## src/sv/mor_pkg.sv

```systemverilog
`timescale 1ns / 1ps

package mor_pkg;

  localparam int COUNT_BITS_DEFAULT = 8;
  localparam int MOD_COUNT          = 8;
  localparam int MOD_IDX_BITS       = 3;
  localparam int KEY_BITS           = 16;
  localparam int MASK_BITS          = 8;
  localparam int OP_BITS            = 2;
  localparam int IN_DATA_BITS       = KEY_BITS + 2 * MASK_BITS;
  localparam int OUT_FIELD_BITS     = 2 * MASK_BITS + 2;
  localparam int OUT_DATA_BITS      = ((OUT_FIELD_BITS + 7) / 8) * 8;
  localparam int OUT_PAD_BITS       = OUT_DATA_BITS - OUT_FIELD_BITS;

  // Modifier keycodes run from LCtrl to RGui.
  localparam logic [KEY_BITS-1:0] FIRST_MOD_KEY = 16'h00E0;

  typedef enum logic [OP_BITS-1:0] {
    OP_PRESS      = 2'd0,
    OP_RELEASE    = 2'd1,
    OP_REGISTER   = 2'd2,
    OP_UNREGISTER = 2'd3
  } op_t;

  // Per-modifier request and response of one item.
  typedef struct packed {
    op_t  op;
    logic hit;
    logic mod_sel;
    logic live;
  } lane_req_t;

  typedef struct packed {
    logic live;
    logic report;
    logic suppress;
    logic owned;
  } lane_rsp_t;

endpackage

```

## src/sv/mor_lane.sv

```systemverilog
`timescale 1ns / 1ps

module mor_lane import mor_pkg::*; #(
  parameter int COUNT_BITS = COUNT_BITS_DEFAULT
) (
  input  logic      clk,
  input  logic      rst,
  input  logic      en,
  input  lane_req_t req,
  output lane_rsp_t rsp
);

  localparam logic [COUNT_BITS-1:0] CNT_MAX  = '1;
  localparam logic [COUNT_BITS-1:0] CNT_ZERO = '0;
  localparam logic [COUNT_BITS-1:0] CNT_ONE  = COUNT_BITS'(1);

  logic [COUNT_BITS-1:0] phys, phys_next;
  logic [COUNT_BITS-1:0] mgd, mgd_next;

  always_comb begin
    phys_next    = phys;
    mgd_next     = mgd;
    rsp.live     = req.live;
    rsp.report   = 1'b0;
    rsp.suppress = 1'b0;
    unique case (req.op)
      OP_PRESS: begin
        if (req.hit && phys != CNT_MAX) phys_next = phys + CNT_ONE;
      end
      OP_RELEASE: begin
        if (req.hit) begin
          if (phys != CNT_ZERO) phys_next = phys - CNT_ONE;
          rsp.suppress = (mgd != CNT_ZERO);
        end
      end
      OP_REGISTER: begin
        if (req.mod_sel) begin
          if (mgd != CNT_MAX) mgd_next = mgd + CNT_ONE;
          // count is nonzero afterwards, so a clear live bit always sets
          if (!req.live) begin
            rsp.live   = 1'b1;
            rsp.report = 1'b1;
          end
        end
      end
      OP_UNREGISTER: begin
        if (req.mod_sel && mgd != CNT_ZERO) begin
          mgd_next = mgd - CNT_ONE;
          // clear counts as an action even if the live bit was already low
          if (mgd == CNT_ONE && phys == CNT_ZERO) begin
            rsp.live   = 1'b0;
            rsp.report = 1'b1;
          end
        end
      end
      default: begin
      end
    endcase
    rsp.owned = (mgd_next != CNT_ZERO) && (phys_next == CNT_ZERO);
  end

  always_ff @(posedge clk) begin
    if (rst) begin
      phys <= '0;
      mgd  <= '0;
    end else if (en) begin
      phys <= phys_next;
      mgd  <= mgd_next;
    end
  end

endmodule

```

## src/sv/modifier_ownership_refcount.sv

```systemverilog
`timescale 1ns / 1ps

// Modifier ownership counter for eight keyboard modifiers (LCtrl..RGui). Each
// modifier keeps a saturating physical-hold count, driven by press and release
// items on keycodes 0xE0..0xE7, and a saturating managed-hold count, driven by
// register and unregister items with a modifier mask. Every item gives exactly
// one result: the updated live modifier byte, a report flag, a
// suppress-default flag for releases of managed modifiers, and the mask of
// modifiers held only by software. One item is accepted per clock cycle while the
// result path is not stalled. After acceptance, an item passes through the input
// register and then the result register, with the eight counter lanes updating
// in between. A stalled result holds the item behind it in the input register,
// and the input stalls once both registers are full and the result is not
// taken. The counts clear in the reset cycle itself; no warm-up is needed.
module modifier_ownership_refcount import mor_pkg::*; #(
  parameter int COUNT_BITS = COUNT_BITS_DEFAULT
) (
  input  logic                     clk,
  input  logic                     rst,
  input  logic                     s_tvalid,
  output logic                     s_tready,
  // keycode[15:0], mods[23:16], live_mods[31:24]
  input  logic [IN_DATA_BITS-1:0]  s_tdata,
  // op[1:0]
  input  logic [OP_BITS-1:0]       s_tuser,
  output logic                     m_tvalid,
  input  logic                     m_tready,
  // new_live_mods[7:0], report_req[8], suppress_default[9], owned_mask[17:10],
  // zero[23:18]
  output logic [OUT_DATA_BITS-1:0] m_tdata
);

  logic                    in_valid;
  op_t                     in_op;
  logic [KEY_BITS-1:0]     in_key;
  logic [MASK_BITS-1:0]    in_mods;
  logic [MASK_BITS-1:0]    in_live;
  logic                    advance;
  logic                    key_hit;
  logic [MOD_IDX_BITS-1:0] key_idx;

  lane_req_t [MOD_COUNT-1:0] lane_req;
  lane_rsp_t [MOD_COUNT-1:0] lane_rsp;
  logic [MASK_BITS-1:0]      new_live, report_vec, suppress_vec, owned_vec;

  logic                     out_valid;
  logic [OUT_DATA_BITS-1:0] out_data;

  assign advance  = in_valid && (!out_valid || m_tready);
  assign s_tready = !in_valid || advance;

  always_ff @(posedge clk) begin
    if (rst) begin
      in_valid <= 1'b0;
    end else if (s_tvalid && s_tready) begin
      in_valid <= 1'b1;
    end else if (advance) begin
      in_valid <= 1'b0;
    end
  end

  always_ff @(posedge clk) begin
    if (s_tvalid && s_tready) begin
      in_op   <= op_t'(s_tuser);
      in_key  <= s_tdata[KEY_BITS-1:0];
      in_mods <= s_tdata[KEY_BITS +: MASK_BITS];
      in_live <= s_tdata[KEY_BITS+MASK_BITS +: MASK_BITS];
    end
  end

  assign key_hit = (in_key[KEY_BITS-1:MOD_IDX_BITS] == FIRST_MOD_KEY[KEY_BITS-1:MOD_IDX_BITS]);
  assign key_idx = in_key[MOD_IDX_BITS-1:0];

  for (genvar i = 0; i < MOD_COUNT; i++) begin : g_lane
    assign lane_req[i].op      = in_op;
    assign lane_req[i].hit     = key_hit && (key_idx == MOD_IDX_BITS'(i));
    assign lane_req[i].mod_sel = in_mods[i];
    assign lane_req[i].live    = in_live[i];

    mor_lane #(
      .COUNT_BITS (COUNT_BITS)
    ) u_lane (
      .clk (clk),
      .rst (rst),
      .en  (advance),
      .req (lane_req[i]),
      .rsp (lane_rsp[i])
    );

    assign new_live[i]     = lane_rsp[i].live;
    assign report_vec[i]   = lane_rsp[i].report;
    assign suppress_vec[i] = lane_rsp[i].suppress;
    assign owned_vec[i]    = lane_rsp[i].owned;
  end

  always_ff @(posedge clk) begin
    if (rst) begin
      out_valid <= 1'b0;
    end else if (advance) begin
      out_valid <= 1'b1;
    end else if (m_tready) begin
      out_valid <= 1'b0;
    end
  end

  always_ff @(posedge clk) begin
    if (advance) begin
      out_data <= {{OUT_PAD_BITS{1'b0}}, owned_vec, |suppress_vec, |report_vec, new_live};
    end
  end

  assign m_tvalid = out_valid;
  assign m_tdata  = out_data;

endmodule

```

## config.mk

```make
export PLATFORM = sky130hd
export DESIGN_NAME = modifier_ownership_refcount
export DESIGN_NICKNAME = d
export VERILOG_FILES = /design/src/sv/mor_pkg.sv /design/src/sv/mor_lane.sv /design/src/sv/modifier_ownership_refcount.sv
export SDC_FILE = /design/constraint.sdc
export NUM_CORES = 1
export LEC_CHECK = 0
export ABC_CLOCK_PERIOD_IN_PS = 8600
export BUFFER_PORTS_ARGS = -buffer_cell sky130_fd_sc_hd__buf_2
export CAP_MARGIN = 20
export CORE_MARGIN = 5
export CORE_UTILIZATION = 55
export DETAILED_ROUTE_END_ITERATION = 6
export GPL_TIMING_DRIVEN = 0
export MAX_ROUTING_LAYER = met4
export PLACE_DENSITY = 0.72
export SLEW_MARGIN = 20
export SYNTH_ARGS = -nofsm -noshare
export SYNTH_HDL_FRONTEND = slang
export SYNTH_SLANG_ARGS = --single-unit
export TNS_END_PERCENT = 1
```

## constraint.sdc

```tcl
create_clock -name clk -period 8.6 [get_ports clk]
set_clock_uncertainty 0.05 [all_clocks]
set_input_delay 0.43 -clock clk [delete_from_list [all_inputs] [get_ports clk]]
set_output_delay 0.43 -clock clk [all_outputs]
set_load 0.05 [all_outputs]
```

==> out/summary.txt <==
Peak Freq: 208 MHz
CTS tree: built
cell internal pwr: 1.47 mW
Die Wd: 176 um
Multi-input gate area: 0.0100 mm^2
most common cell in the synthesized netlist: nor2_1
Sequential Power Share: 41.1%
element type at the critical path start: flip-flop
nets@finish: 2181
count of different cell masters after synthesis: 101
setup TNS: 0 ns
Final ANT Viol Nets: 0
worst-path cell with the longest stage delay: buf_1
final WL: 61500 um
Synth area leader: dfxtp_1
TritonCTS buffer count: 17
fin. max-slew vios: 0
peak per-stage delay on the critical path: 0.89 ns
ratio of cells with drive above 1 in the final layout: 8.37%
Power Dens Cells: 139 mW/mm^2
Critical Path RT: 8.76 ns
ant diodes: 0
Seq/Total Area, Yosys: 27.4%
vias: 17400
number of global-route vias before repair: 15900
Starting Density: 56.1%
drt initial violations: 2832
RSZ-0062 raised after global routing: no
crit path DAT: 4.96 ns
filler instances: 2525
Synth Register Bits: 182
top cell type's share of synthesized area: 17.1%
Setup crit end kind: flip-flop
num ports: 64
power consumption: 2.31 mW
failing checks: DRC
worst-margin pin slew: 1.29 ns
setup bufs post-CTS: 0
clk slew on worst S/H paths: 0.09 ns
antenna violations before repair: 1
clock sinks: 182
leak pwr: 5.60 nW
P_sw: 845 uW
Post-synth top cells: 189 x nor2_1, 177 x nand2_1, 150 x clkbuf_1, 130 x dfxtp_1, 107 x a21oi_1
final hold vios: 0
largest net degree at the start of global routing: 20
post-CTS sizing: 0
PortBufs: 56
Synth area leaders: dfxtp_1 17%, edfxtp_1 10%, nor2_1 4.7%
core area: 0.0271 mm^2
status: finished with violations
crit path cell chain: buf_2, clkbuf_1, buf_1, buf_1, clkbuf_1, o211ai_1, nor4b_1, nor4_1
Via density: 7.01
number of synthesized flops with an enable pin: 52
Crit Path Category: flip-flop to flip-flop
# DRC: 16
Synth warnings: 0
Final setup viols: 0
row cnt: 60
DP HPWL: 44000 um
Clock Power Share: 35.1%
ratio of final minimum period to clock period: 55.8%
Post-Syn Instances: 2009
hold buffers post-CTS: 0
clock root buffer: clkbuf_16
Register Area: 0.00416 mm^2
grt ovf: 0
combinational group share of total power: 23.8%
DR pass1 iterations: 7
CP Max Fanout: 10
share of flip-flops with an asynchronous set or reset: 0%
GRT Overall Usage: 39.7%
Net Sw Frac: 36.5%
first-pass GRT wire length: 92800 um
worst min-delay path category: input port to flip-flop
Worst slew margin: 13.8%
max-cap violation count: 0
H-tree Lvls: 4
wire per inst: 24.8 um
Mapped Area: 0.0152 mm^2
Layout area overhead: 9.21%
Die ar.: 0.0311 mm^2
clock buffer depth: 2
Die Y: 176 um
fin crit period: 4.80 ns
Mean Syn Cell Area: 7.57 um^2
clk_lat worst skew: 0.47 ns
top_reg_cell synth: dfxtp_1
Max IR drop VDD: 0.125 mV
RD Place Congestion: 1.09
## critical path, delay by kind of cell, from the launching register on
family	cells	cell delay [ns]
AO/OA/AOI/OAI	1	0.23
buffers and inverters	5	3.20
flip-flops	1	0.37
AND/OR/NAND/NOR	2	0.68
## flip-flops by register name, summed over array words and instances (netlist names)
| signal | cells |
|---|---|
| in_valid | 1 |
| in_mods | 8 |
| m_tdata | 18 |
| m_tvalid | 1 |
| in_key | 16 |
| g_lane.u_lane.phys | 64 |
| in_op | 2 |
| in_live | 8 |
| g_lane.u_lane.mgd | 64 |
## power groups by stage
stage	clock network [mW]	logic, mW	registers (mW)
2_1_floorplan	0	0.322	0.982
3_3_place_gp	0	0.516	0.970
3_5_place_dp	0	0.524	0.970
4_1_cts	0.811	0.526	0.950
5_1_grt	0.850	0.577	0.956
6_report	0.812	0.550	0.952
## metrics by stage
stage	util [%]	std cells	instance area (um^2)	setup WS, ns	hold WS [ns]
after global routing	61.3	2476	16600	4.02	0.0781
after detailed placement	59.1	2444	16000	4.23	0.466
after CTS	61.3	2476	16600	4.20	0.0821
final	61.3	2476	16600	3.80	0.0795
after global placement	58.9	2442	16000	4.21	0.448
after floorplan	-	2014	15200	5.92	0.430
## area by class of cell
class / count / area share, %
clock inverter: 15 / 0.965
tap: 372 / 2.80
inverter: 66 / 1.49
sequential: 182 / 25.1
clock buffer: 17 / 2.56
multi-input combinational: 1578 / 60.5
buffer: 188 / 4.62
timing repair buffer: 58 / 1.97
## final timing paths
| path | startpoint | to | slack [ns] | cells past startpoint |
|---|---|---|---|---|
| setup reg to reg | in_op[1] | m_tdata[15] | 3.80 | 8 |
| hold / removal | s_tdata[23] | in_mods[7] | 0.08 | 1 |
| hold reg to reg | g_lane[1].u_lane.phys[1] | g_lane[1].u_lane.phys[1] | 0.49 | 2 |
| setup / recovery | in_op[1] | m_tdata[15] | 3.80 | 8 |
## cells in the final DEF (no fill, tap or decap), types with 12 or more instances in the layout
| cell type | instances |
|---|---|
| a211oi_1 | 50 |
| a21oi_1 | 107 |
| a221oi_1 | 12 |
| a31oi_1 | 32 |
| a41oi_1 | 17 |
| and2_1 | 16 |
| and3_1 | 32 |
| and4_1 | 17 |
| buf_1 | 13 |
| buf_2 | 71 |
| clkbuf_1 | 149 |
| clkbuf_16 | 17 |
| dfxtp_1 | 130 |
| edfxtp_1 | 52 |
| ha_1 | 52 |
| inv_1 | 64 |
| mux2_2 | 12 |
| mux2i_1 | 24 |
| nand2_1 | 177 |
| nand2b_1 | 24 |
| nand3_1 | 92 |
| nand4_1 | 74 |
| nor2_1 | 189 |
| nor2b_1 | 21 |
| nor3_1 | 78 |
| nor3b_1 | 16 |
| nor4_1 | 53 |
| nor4b_1 | 12 |
| o211ai_1 | 14 |
| o21ai_0 | 84 |
| o31ai_1 | 12 |
| or3_1 | 46 |
| or4_1 | 19 |
| xnor2_1 | 45 |
| xor2_1 | 22 |
## logic make-up after synthesis
group / count (synthesis) / share of synthesized area, %
adder cells (fa/ha/maj): 52 / 4.28
buffers and inverters: 254 / 6.67
AO/OA/AOI/OAI: 487 / 22.2
flip-flops: 182 / 27.4
other: 1 / 0.0247
multiplexers: 36 / 2.47
XOR/XNOR: 67 / 3.86
AND/OR/NAND/NOR: 930 / 33.1
## metal layers
| metal | global-route usage, % | vias to the layer above | part of all wire, % |
|---|---|---|---|
| met1 | 49.9 | 8118 | 38 |
| met5 | - | - | 0 |
| met3 | 9.34 | 353 | 12 |
| met4 | 23.6 | 0 | 7.4 |
| li1 | - | 7700 | - |
| met2 | 58.0 | 1181 | 42 |
Note: power is estimated with default switching activity, not from simulation.
